<file path="src/hw/rtl/olt_pkg.sv">
`timescale 1ns / 1ps
// ----------------------------------------------------------------------------
// olt_pkg: shared types and constants for the ordered list table engine
// Request/response structs, kind and status codes, cell command bundle.
// ----------------------------------------------------------------------------
package olt_pkg;

   localparam int DEPTH   = 64;
   localparam int IDX_W   = $clog2(DEPTH);
   localparam int COUNT_W = $clog2(DEPTH + 1);
   localparam int WORD_W  = 32;
   localparam int INDEX_W = 6;

   localparam logic [WORD_W-1:0] EMPTY_WORD = '1;

   typedef enum logic [2:0] {
      KIND_APPEND        = 3'd0,
      KIND_APPEND_UNIQUE = 3'd1,
      KIND_WRITE         = 3'd2,
      KIND_READ          = 3'd3,
      KIND_DELETE_AT     = 3'd4,
      KIND_DELETE_VALUE  = 3'd5,
      KIND_FIND          = 3'd6,
      KIND_CLEAR         = 3'd7
   } kind_type;

   typedef enum logic [1:0] {
      STATUS_OK    = 2'd0,
      STATUS_RANGE = 2'd1,
      STATUS_FULL  = 2'd2
   } status_type;

   typedef enum logic [1:0] {
      CELL_HOLD,
      CELL_LOAD,
      CELL_SHIFT,
      CELL_CLEAR
   } cell_op_type;

   typedef struct packed {
      kind_type                   kind;
      logic [INDEX_W-1:0]         index;
      logic signed [WORD_W-1:0]   value;
   } req_type;

   typedef struct packed {
      logic signed [WORD_W-1:0]   read_value;
      logic                       hit;
      logic [COUNT_W-1:0]         count;
      status_type                 status;
   } rsp_type;

   // broadcast to every cell of the chain
   typedef struct packed {
      cell_op_type                op;
      logic [IDX_W-1:0]           tgt;
      logic [WORD_W-1:0]          value;
      logic [COUNT_W-1:0]         count;
      logic [IDX_W-1:0]           rd_pos;
      logic                       rd_en;
   } cell_cmd_type;

endpackage

</file>
<file path="src/hw/rtl/olt_cell.sv">
`timescale 1ns / 1ps
// ----------------------------------------------------------------------------
// olt_cell: one slot of the list chain
// Holds one word, compares it against the broadcast key, takes the word of
// its upper neighbor on a shift.
// ----------------------------------------------------------------------------
module olt_cell (
   input  logic                          clock,
   input  logic                          reset,
   input  logic [olt_pkg::IDX_W-1:0]     cell_pos,
   input  olt_pkg::cell_cmd_type         cmd,
   input  logic                          shift_sel,
   input  logic [olt_pkg::WORD_W-1:0]    upper_word,
   output logic [olt_pkg::WORD_W-1:0]    word,
   output logic                          match,
   output logic [olt_pkg::WORD_W-1:0]    rd_term
);

   logic [olt_pkg::WORD_W-1:0] word_ff, word_in;
   logic                       match_ff, match_in;
   logic [olt_pkg::WORD_W-1:0] rd_ff, rd_in;
   logic                       live;

   always_comb begin
      unique case (cmd.op)
         olt_pkg::CELL_HOLD:  word_in = word_ff;
         olt_pkg::CELL_LOAD:  word_in = (cell_pos == cmd.tgt) ? cmd.value : word_ff;
         olt_pkg::CELL_SHIFT: word_in = shift_sel ? upper_word : word_ff;
         olt_pkg::CELL_CLEAR: word_in = olt_pkg::EMPTY_WORD;
         default:             word_in = word_ff;
      endcase
   end

   assign live     = olt_pkg::COUNT_W'(cell_pos) < cmd.count;
   assign match_in = live && (word_ff == cmd.value);
   assign rd_in    = (cmd.rd_en && (cell_pos == cmd.rd_pos)) ? word_ff : '0;

   always_ff @(posedge clock) begin
      if (reset) begin
         word_ff  <= olt_pkg::EMPTY_WORD;
         match_ff <= 1'b0;
      end else begin
         word_ff  <= word_in;
         match_ff <= match_in;
      end
      rd_ff <= rd_in;
   end

   assign word    = word_ff;
   assign match   = match_ff;
   assign rd_term = rd_ff;

endmodule

</file>
<file path="config.mk">
export PLATFORM = sky130hd
export DESIGN_NAME = olt_cell
export DESIGN_NICKNAME = d
export VERILOG_FILES = /design/src/hw/rtl/olt_pkg.sv /design/src/hw/rtl/olt_cell.sv
export SDC_FILE = /design/constraint.sdc
export NUM_CORES = 1
export LEC_CHECK = 0
export BUFFER_PORTS_ARGS = -buffer_cell sky130_fd_sc_hd__buf_2
export CAP_MARGIN = 10
export CORE_ASPECT_RATIO = 0.9
export CORE_MARGIN = 10
export CORE_UTILIZATION = 50
export DETAILED_ROUTE_END_ITERATION = 8
export PLACE_DENSITY = 0.95
export SYNTH_ARGS = -nofsm -noshare
export SYNTH_HDL_FRONTEND = slang
export SYNTH_SLANG_ARGS = --single-unit
export TNS_END_PERCENT = 1
</file>
<file path="constraint.sdc">
create_clock -name clock -period 2.55 [get_ports clock]
set_input_delay 0.1275 -clock clock [delete_from_list [all_inputs] [get_ports clock]]
set_output_delay 0.1275 -clock clock [all_outputs]
set_load 0.05 [all_outputs]
</file>
; ---- Yosys cells after proc, flatten, opt, wreduce, memory -nomap -nowiden
; Cells that the tools add are included.
[classes]
reduce_logical = 4
eq_ne = 8
n_bitwise = 1
n_mux = 3
n_addsub = 0
magnitude_cmp = 1
shifts = 0
div = 0
n_mul = 0
[ops]
columns = operator, n
row1 = $pmux 32 s3, 1
row2 = $mux 32, 2
row3 = $eq 32x32->1, 1
row4 = $eq 6x6->1, 2
row5 = $lt 6x7->1, 1
row6 = $eq 2x2->1 const B, 2
row7 = $ne 2x2->1 const B, 2
row8 = $reduce_and 3->1, 1
row9 = $eq 2x1->1 const B, 1
row10 = $logic_and 1x1->1, 2
row11 = $logic_not 2->1, 1
row12 = $not 1->1, 1
[totals]
latchBits = 0
output_inout_bits = 65
input_bits = 95
memories = 0
mem_bits_ro = 0
ramBits = 0
regBits = 65
elab_cells = 20

; ---- Longest topological paths before layout
; Gate-level depths: netlist (run 1).
[depth]
depth_word = 3
mapped_depth = 6
ltp_nobuf = 6

; ---- Least setup slack after synthesis (run 1)
; Ideal clock, no wire load.
[synth_timing]
kind = flip-flop to flip-flop
startpoint = register word_ff, in the netlist word[18]
endpoint = register match_ff, in the netlist match
n_path_buf = 0
arrival_time_ns = 1.314
synth_period_minus_slack_ns = 1.391
setup_slack_ns = 1.159
t_required_ns = 2.472
setup_ns = 0.078
stages_incl_launch_ff = 6
path_cell_list = dfxtp_1 > xnor2_1 > nand4_1 > nor3_1 > o21ai_0 > nor3_1
[synth_via]
elab_chain_len = 2
[synth_rtl]
columns = item, line_no
row1 = from (decl), olt_cell.sv:19  ; logic [olt_pkg::WORD_W-1:0] word_ff, word_in;
row2 = from (signal assigned), olt_cell.sv:40  ; word_ff <= olt_pkg::EMPTY_WORD;
row3 = from (signal assigned), olt_cell.sv:43  ; word_ff <= word_in;
row4 = $eq 32x32->1, olt_cell.sv:35  ; assign match_in = live && (word_ff == cmd.value);
row5 = $logic_and 1x1->1, olt_cell.sv:35
row6 = to (signal assigned), olt_cell.sv:44  ; match_ff <= match_in;
row7 = to (decl), olt_cell.sv:20  ; logic match_ff, match_in;
; No other way between the ends.
; A chain may end at the register's enable or synchronous reset.

; ---- Worst setup path in the final report (run 1)
[layout_timing]
startpoint = register word_ff, in the netlist word[29]
endpoint = register match_ff, in the netlist match
; The elaborated chain is that of the path after synthesis.

==> results of run 1 <==
-- sequential cells by signal, summed over array words and instances, names as in the netlist --
signal	flops
match	1
rd_term	32
word	32
-- area by class of cell --
class                      count  area share, %
multi-input combinational    267           41.4
sequential                    65           30.3
timing repair buffer         164           19.7
clock buffer                  10           3.21
tap                           87           2.54
clock inverter                 6           2.45
inverter                       5          0.437
-- cells by family (layout without fill, tap and decap cells) --
| group | Yosys count | after routing | share of synthesized area (%) |
|---|---|---|---|
| AOI/OAI and AO/OA | 72 | 72 | 15.9 |
| xor gates and xnor gates | 44 | 44 | 12.2 |
| adders and majority gates | 5 | 5 | 1.95 |
| buffers and inverters | 33 | 185 | 4.83 |
| DFF | 65 | 65 | 40.5 |
| and+or+nand+nor | 146 | 146 | 24.6 |
-- worst min-delay path by stage --
stage               depth (start not counted)          end     start
floorplan                                   2        match   cmd[13]
global placement                            3        match   cmd[13]
detailed placement                          1  rd_term[14]  word[14]
CTS                                         3        match   cmd[13]
global route                                4     word[16]   cmd[30]
finish                                      3        match   cmd[13]
-- placed cells by master, fill, tap and decap left out, types with 10 or more instances in the layout --
cell type | netlist | routed
a21oi_1 | 34 | 34
xnor2_1 | 18 | 18
nor3_1 | 35 | 35
clkbuf_8 | 0 | 10
nor2_1 | 33 | 33
buf_2 | 7 | 159
nand2b_1 | 33 | 33
and2_1 | 32 | 32
dfxtp_1 | 65 | 65
a211o_1 | 32 | 32
xor2_1 | 25 | 25
-- per-stage QoR --
step	hold slack (ns)	util, %	total power [mW]
after floorplan	0.359	-	1.51
after CTS	0.155	69.4	2.77
after global placement	0.486	65.5	1.69
after detailed placement	0.508	65.5	1.71
after global routing	0.197	69.4	2.86
final	0.173	69.4	2.75
-- worst register-to-register path: stages (launching register included) --
cell and delay (ns):
dfxtp_1 0.35, xnor2_1 0.24, nand4_1 0.11, nor3_1 0.41, o21ai_0 0.17, nor3_1 0.14
-- per-layer routing --
layer  GRT usage [%]  share of wire, %
met5               0                 0
met4            6.02               1.6
met3            9.29               9.6
met2            36.7                51
met1            21.2                38
-- power breakdown --
group | switching [mW] | internal, mW
clock network | 0.387 | 0.671
registers | 0.0453 | 1.06
logic | 0.370 | 0.213
total | 0.803 | 1.94
==> flow_summary.ini, run 1 <==
[outcome]
status = finished clean

[yosys]
yosysMostFrequentCell = dfxtp_1
yosys-top-cells-count = dfxtp_1, nor3_1, a21oi_1, nand2b_1, nor2_1
synth_ff_type = dfxtp_1
synth_area_leaders = dfxtp_1, a211o_1, xor2_1
synthArstFlopShare_pct = 0
ys_seq_area_share_pct = 40.5
ys_seq_elements = 65
yosysWarnings = 0
netlist.area_leader.share_pct = 40.5
synth_edf_count = 0
synth_nets = 465
synthCells = 365
synth_area_um2 = 3210
yosysTopAreaCell = dfxtp_1
syn_area_per_cell_um2 = 8.81
synth_cell_type_count = 25

[cts]
htreeDepth = 3
clk_path_buf_depth = 2
ctsHoldBuffers = 0
cts_tree = built
cts_repair_resize_count = 0
root_buffer = clkbuf_8
post_cts_buffers = 0
cts_buffers = 9
cts_sinks = 65
clkLatencyLatePin_ns = 0.33
clkSlewWorstSetupHoldPaths_ns = 0.07

[global_routing]
antenna_found_initial = 0
grt_pass1_wl_mm = 16.3
grt_pass1_vias = 3231
grt_max_degree = 35
track_usage_pct = 20.4
overflow = 0

[timing]
grt_setup_unrepaired = no
hold_violations = 0
fin_worst_skew_ns = 0.00737
finalSetupViolations = 0
drv_slew = 0
worst_pin_slew_ns = 0.846
min_period_over_period_pct = 58.0
fmaxAchievable_ghz = 0.676
fin_ws_ns = 1.07
slew_headroom_pct = 43.4
period_minus_slack_ns = 1.48
final.setup.tns_ns = 0

[worst_setup_path]
worstReg2RegEnd = match
rrSetupSlack_ns = 1.07
critPathMaxStageDelay_ns = 0.41
cp_max_fo = 4
r2r-start = word[29]
worst-path-stages = 5
crit_path_end_kind = register
crit_type = reg -> reg
crit_chain = xnor2_1, nand4_1, nor3_1, o21ai_0, nor3_1
crit_top_cell = nor3_1
path_delay_family = simple AND/OR/NAND/NOR gates
critPathBufInv = 0
start_kind = register
rr_worst_depth = 5
worst_ep_arrival_time_ns = 1.73
worstSetupEndpoint = match
crit_required_ns = 2.80
worstSetupStartpoint = word[29]
cpMaxStageDelayCell = nor3_1

[power_and_ir_drop]
ir_drop_v = 0.000414
power_density_nw_per_um2 = 640
p_leak_nw = 2.00

[place]
placed_cells = 588
placed_cell_area_um2 = 4050
post-place-ws_ns = 0.824
dpl.hpwl_mm = 8.10
io_buffers = 159
gp_congestion = 0.859

[drt]
vias = 3196
drtAntennaViolNets = 0
post_drt_via_cell_ratio = 5.29
drtIter0Drc = 154
drtPass1Iterations = 4
drc = 0
post_drt_wl_per_cell_um = 17.6
drt_wl_total_mm = 10.6

[floorplan]
num_rows = 27
die_w_um = 105
io_pins = 160
core_um2 = 6180
dieArea_um2 = 10000
initial_core_util_pct = 52.0
fp.dieH_um = 96.1

[finish]
finalNetCount = 612
design_area_um2 = 4290
area_growth_pct = 33.6
multi_input_area_um2 = 1780
final-seq-area_um2 = 1300
diodes = 0
fill_cells = 494
drive_gt1_share_pct = 35.8
finalNonFillerCells = 604

[worst_hold_path]
hp-class = in -> reg

[run]
maxCapViolations = 0
No activity file was read; power rests on OpenSTA's default activity.
==> run 2: changes to the inputs <==
--- a/config.mk
+++ b/config.mk
@@ -9,9 +9,9 @@
 export CAP_MARGIN = 10
 export CORE_ASPECT_RATIO = 0.9
 export CORE_MARGIN = 10
-export CORE_UTILIZATION = 50
+export CORE_UTILIZATION = 42
 export DETAILED_ROUTE_END_ITERATION = 8
-export PLACE_DENSITY = 0.95
+export PLACE_DENSITY = 0.88
 export SYNTH_ARGS = -nofsm -noshare
 export SYNTH_HDL_FRONTEND = slang
 export SYNTH_SLANG_ARGS = --single-unit
==> constraint.sdc (replaced) <==
create_clock -name clock -period 1.2 [get_ports clock]
set_input_delay 0.06 -clock clock [delete_from_list [all_inputs] [get_ports clock]]
set_output_delay 0.06 -clock clock [all_outputs]
set_load 0.05 [all_outputs]
==> run 2 against run 1 <==
Net effect: the run now ends with setup timing left; clock skew about the same; critical path depth stayed put; worst setup slack worse by 1.2 ns; count of clock-buffer cells in the layout is the same; global-route usage decreased by 1.1 points; wire length increased by 9.0%; first-iteration DRC count is 3.2% lower; largest power group unchanged.
==> flow_summary.ini, run 2 (same netlist as run 1, synthesis figures left out) <==
[place]
gp_congestion = 0.866
dpl.hpwl_mm = 9.09
io_buffers = 159
placed_cell_area_um2 = 4520

[worst_setup_path]
start_kind = register
cp_max_fo = 2
rr_worst_depth = 5
crit_type = reg -> reg
crit_path_end_kind = register
crit_chain = xor2_2, nor4_4, buf_4, nand4_1, nor3_2
cpMaxStageDelayCell = dfxtp_2
rrSetupSlack_ns = -0.12
crit_required_ns = 1.46
worst_ep_arrival_time_ns = 1.58
r2r-start = word[12]
critPathMaxStageDelay_ns = 0.34
worstReg2RegEnd = match

[timing]
period_minus_slack_ns = 1.32
finalSetupViolations = 1
grt_setup_unrepaired = yes
drv_slew = 0
worst_pin_slew_ns = 0.441
min_period_over_period_pct = 110
fmaxAchievable_ghz = 0.755
timing.hold.ws_ns = 0.114
hold_violations = 0
fin_ws_ns = -0.124
fin_worst_skew_ns = 0.00702
slew_headroom_pct = 70.5

[cts]
clkLatencyLatePin_ns = 0.33
clkSlewWorstSetupHoldPaths_ns = 0.08
clk_path_buf_depth = 2
htreeDepth = 3
cts_tree = built
cts_sinks = 65
root_buffer = clkbuf_8
cts_buffers = 9
ctsHoldBuffers = 0

[floorplan]
num_rows = 30
dieArea_um2 = 11600
die_w_um = 112
io_pins = 160
fp.dieH_um = 103
initial_core_util_pct = 42.8
core_um2 = 7510

[worst_hold_path]
hold_path_end = word[20]
hp-start = cmd[34]
hold_depth = 4
hp-class = in -> reg

[outcome]
failed_checks = setup timing
status = finished with violations

[power_and_ir_drop]
p_leak_nw = 2.27
power_mw = 5.92
power_density_nw_per_um2 = 1220
ir_drop_v = 0.000798

[drt]
drtPass1Iterations = 5
drc = 0
drtAntennaViolNets = 0
post_drt_wl_per_cell_um = 17.5
drt_wl_total_mm = 11.6
drtIter0Drc = 149
vias = 3374
post_drt_via_cell_ratio = 5.10

[finish]
final_common_cell = buf_2
area_growth_pct = 51.1
diodes = 0
design_area_um2 = 4860
finalNetCount = 662
drive_gt1_share_pct = 49.6
final_cell_mix = buf_2, buf_4, dfxtp_1, a21oi_1, nand2b_1

[run]
maxCapViolations = 0

[global_routing]
grt_pass1_wl_mm = 17.9
overflow = 0
grt_pass1_vias = 3592
track_usage_pct = 19.2
grt_max_degree = 52
antenna_found_initial = 0
run 2: cell count changes in the layout (fill, tap and decap cells not counted), moves of 6 or more:
cell,change
buf_4,+47
dfxtp_1,-30
dfxtp_2,+30
xnor2_1,-6
xnor2_2,+6
run 2: layer usage:
layer  up-vias  GRT usage, %  wire (um)
met5         -             0          0
met4         0          5.07        143
met3        14          8.55       1260
met2       173          35.2       5920
met1      1552          19.7       4270
li1       1635             -          -
run 2: timing repair:
item	in CTS	in global routing
resized for setup	12	9
pin swaps	9	3
setup endpoints to repair	1	19
setup buffers	0	1
run 2: area by class of cell:
cell class | count | area (um2)
Tap cell | 96 | 120
Timing Repair Buffer | 214 | 1270
Inverter | 5 | 18.8
Clock inverter | 5 | 80.1
Clock buffer | 10 | 138
Multi-Input combinational cell | 267 | 1890
Fill cell | 630 | 2650
Sequential cell | 65 | 1340
run 2: power breakdown:
part / internal [mW] / switching, mW / leakage (nW) / total [mW]
sequential: 2.27 / 0.0731 / 0.522 / 2.34
clock: 1.21 / 0.849 / 0.104 / 2.06
combinational: 0.628 / 0.889 / 1.64 / 1.52
run 2: worst max-delay path by stage:
| stage | startpoint | cells after the start | endpoint |
|---|---|---|---|
| global route | word[12] | 5 | match |
| detailed placement | word[2] | 7 | match |
| floorplan | cell_pos[3] | 6 | word[0] |
| CTS | word[14] | 5 | match |
| global placement | word[2] | 7 | match |
| finish | word[12] | 5 | match |
run 2: worst max-delay path: cells and delay by family, from the launching register on:
family / cells / cell delay, ns
and+or+nand+nor: 3 / 0.60
DFF: 1 / 0.34
xor gates and xnor gates: 1 / 0.16
buffers and inverters: 1 / 0.16
run 2: through the flow:
stage | worst slack [ns] | utilization (%) | setup TNS, ns | std cells
final | -0.124 | 64.7 | -0.124 | 662
after global placement | -0.275 | 60.3 | -11.89 | 647
after detailed placement | -0.334 | 60.3 | -12.76 | 647
after global routing | -0.195 | 64.7 | -0.211 | 662
after CTS | -0.110 | 64.0 | -0.110 | 661
after floorplan | -0.0695 | - | -2.14 | 365
==> run 3: changes to the inputs <==
--- a/config.mk
+++ b/config.mk
@@ -7,7 +7,7 @@
 export LEC_CHECK = 0
 export BUFFER_PORTS_ARGS = -buffer_cell sky130_fd_sc_hd__buf_2
 export CAP_MARGIN = 10
-export CORE_ASPECT_RATIO = 0.9
+export CORE_ASPECT_RATIO = 0.8
 export CORE_MARGIN = 10
 export CORE_UTILIZATION = 42
 export DETAILED_ROUTE_END_ITERATION = 8
==> run 3 against run 2 <==
Net effect: the flow still finishes with violations (setup timing); sequential share of layout area is 1.2 points higher; die area is 0.14% higher; first-iteration DRC count is 52% higher; count of clock-buffer cells in the layout is 1 higher; register-to-register slack worse by 0.02 ns; non-clock buffer count is 9 lower; clock power is 15% lower; design area is 4.1% lower; worst setup slack worse by 0.022 ns; worst hold slack worse by 0.073 ns; critical endpoint unchanged; highest routed layer unchanged.
==> flow_summary.ini, run 3 (same netlist as run 1, synthesis figures left out) <==
[outcome]
status = finished with violations
failed_checks = setup timing

[timing]
fin_worst_skew_ns = 0.00789
timing.hold.ws_ns = 0.0408
worst_pin_slew_ns = 0.390
hold_violations = 0
slew_headroom_pct = 74.0
drv_slew = 0
grt_setup_unrepaired = yes
min_period_over_period_pct = 112
fmaxAchievable_ghz = 0.743
period_minus_slack_ns = 1.35
finalSetupViolations = 1
fin_ws_ns = -0.147

[finish]
drive_gt1_share_pct = 46.3
design_area_um2 = 4660
final_cell_mix = buf_2, buf_4, dfxtp_1, a21oi_1, nor3_1
diodes = 0
finalNetCount = 653
area_growth_pct = 44.9
fill_cells = 650
final_common_cell = buf_2

[worst_setup_path]
critPathMaxStageDelay_ns = 0.33
r2r-start = word[12]
worstReg2RegEnd = match
cp_max_fo = 2
start_kind = register
crit_type = reg -> reg
rrSetupSlack_ns = -0.15
critPathBufInv = 1
crit_path_end_kind = register
crit_chain = xor2_1, nor4_2, buf_4, nand4_1, nor3_1
crit_required_ns = 1.45
path_delay_family = simple AND/OR/NAND/NOR gates
cpMaxStageDelayCell = dfxtp_2
rr_worst_depth = 5
worstSetupStartpoint = word[12]
worst_ep_arrival_time_ns = 1.59

[global_routing]
met1_usage_pct = 21.8
antenna_found_initial = 0
use_met3_pct = 7.65
overflow = 0
grt_max_degree = 65
grt_pass1_wl_mm = 18.0
grt_pass1_vias = 3647
met2_usage_pct = 32.0
track_usage_pct = 18.9
grt_busiest_layer = met2

[cts]
ctsHoldBuffers = 0
clk_path_buf_depth = 2
root_buffer = clkbuf_8
post_cts_buffers = 0
clkSlewWorstSetupHoldPaths_ns = 0.07
cts_sinks = 65
cts_buffers = 9
htreeDepth = 3
clkLatencyLatePin_ns = 0.33
cts_tree = built

[run]
maxCapViolations = 0

[drt]
drc = 0
post_drt_wl_per_cell_um = 17.3
drt_wl_total_mm = 11.5
post_drt_via_cell_ratio = 5.02
drtPass1Iterations = 4
drtIter0Drc = 227
drtAntennaViolNets = 0
vias = 3324

[place]
placed_cell_area_um2 = 4450
dpl.hpwl_mm = 8.84
post-place-ws_ns = -0.359
gp_congestion = 0.876
io_buffers = 159

[floorplan]
fp.dieH_um = 98.2
initial_core_util_pct = 43.3
dieArea_um2 = 11600
core_um2 = 7430
io_pins = 160
num_rows = 28
die_w_um = 118

[power_and_ir_drop]
ir_drop_v = 0.000734
p_leak_nw = 2.18
power_density_nw_per_um2 = 1190

[worst_hold_path]
hp-class = in -> reg
hold_depth = 4
hp-start = reset
hold_path_end = match
run 3: changes by cell type in the layout (fill, tap and decap cells not counted), sizes merged:
cell      before  now
clkbuf        10   11
clkinvlp       2    0
buf          214  205
clkinv         1    3
bufinv         2    1
run 3: what timing repair did:
item	in CTS	in global routing
pin swaps	4	4
endpoints found under the setup margin	2	10
gates resized for setup	5	2
run 3: power breakdown:
group | internal [mW] | switching (mW) | leakage [nW]
logic | 0.588 | 0.877 | 1.56
clock network | 0.940 | 0.812 | 0.0929
registers | 2.27 | 0.0679 | 0.522
run 3: worst max-delay path by stage:
| stage | end | cells after the start |
|---|---|---|
| floorplan | word[0] | 6 |
| global placement | word[3] | 7 |
| detailed placement | word[3] | 7 |
| CTS | match | 7 |
| global route | match | 5 |
| finish | match | 5 |
run 3: routing by layer:
layer	wire [um]	share of wire, %	vias up
li1	-	-	1615
met3	1050	9.2	8
met1	4750	41	1554
met5	0	0	-
met4	105	0.92	0
met2	5560	48	147
run 3: cell type report:
cell class	count	area [um2]	area share [%]
Sequential cell	65	1340	28.7
Clock inverter	4	45.0	0.967
Timing Repair Buffer	205	1180	25.4
Clock buffer	11	131	2.82
Multi-Input combinational cell	267	1810	38.9
Tap cell	105	131	2.82
Inverter	5	18.8	0.403
run 3: worst min-delay path: cells and delay by family:
family	cells	cell delay [ns]
buffers and inverters	1	0.09
AO/OA/AOI/OAI	1	0.07
AND/OR/NAND/NOR	2	0.10
run 3: stage by stage:
step,instances,TNS (ns),power (mW),util [%]
CTS,663,-0.125,5.59,62.6
global route,662,-0.281,5.82,62.7
detailed placement,648,-14.25,3.82,59.9
finish,662,-0.147,5.55,62.7
global placement,648,-10.65,3.77,59.9
floorplan,365,-2.14,3.23,-
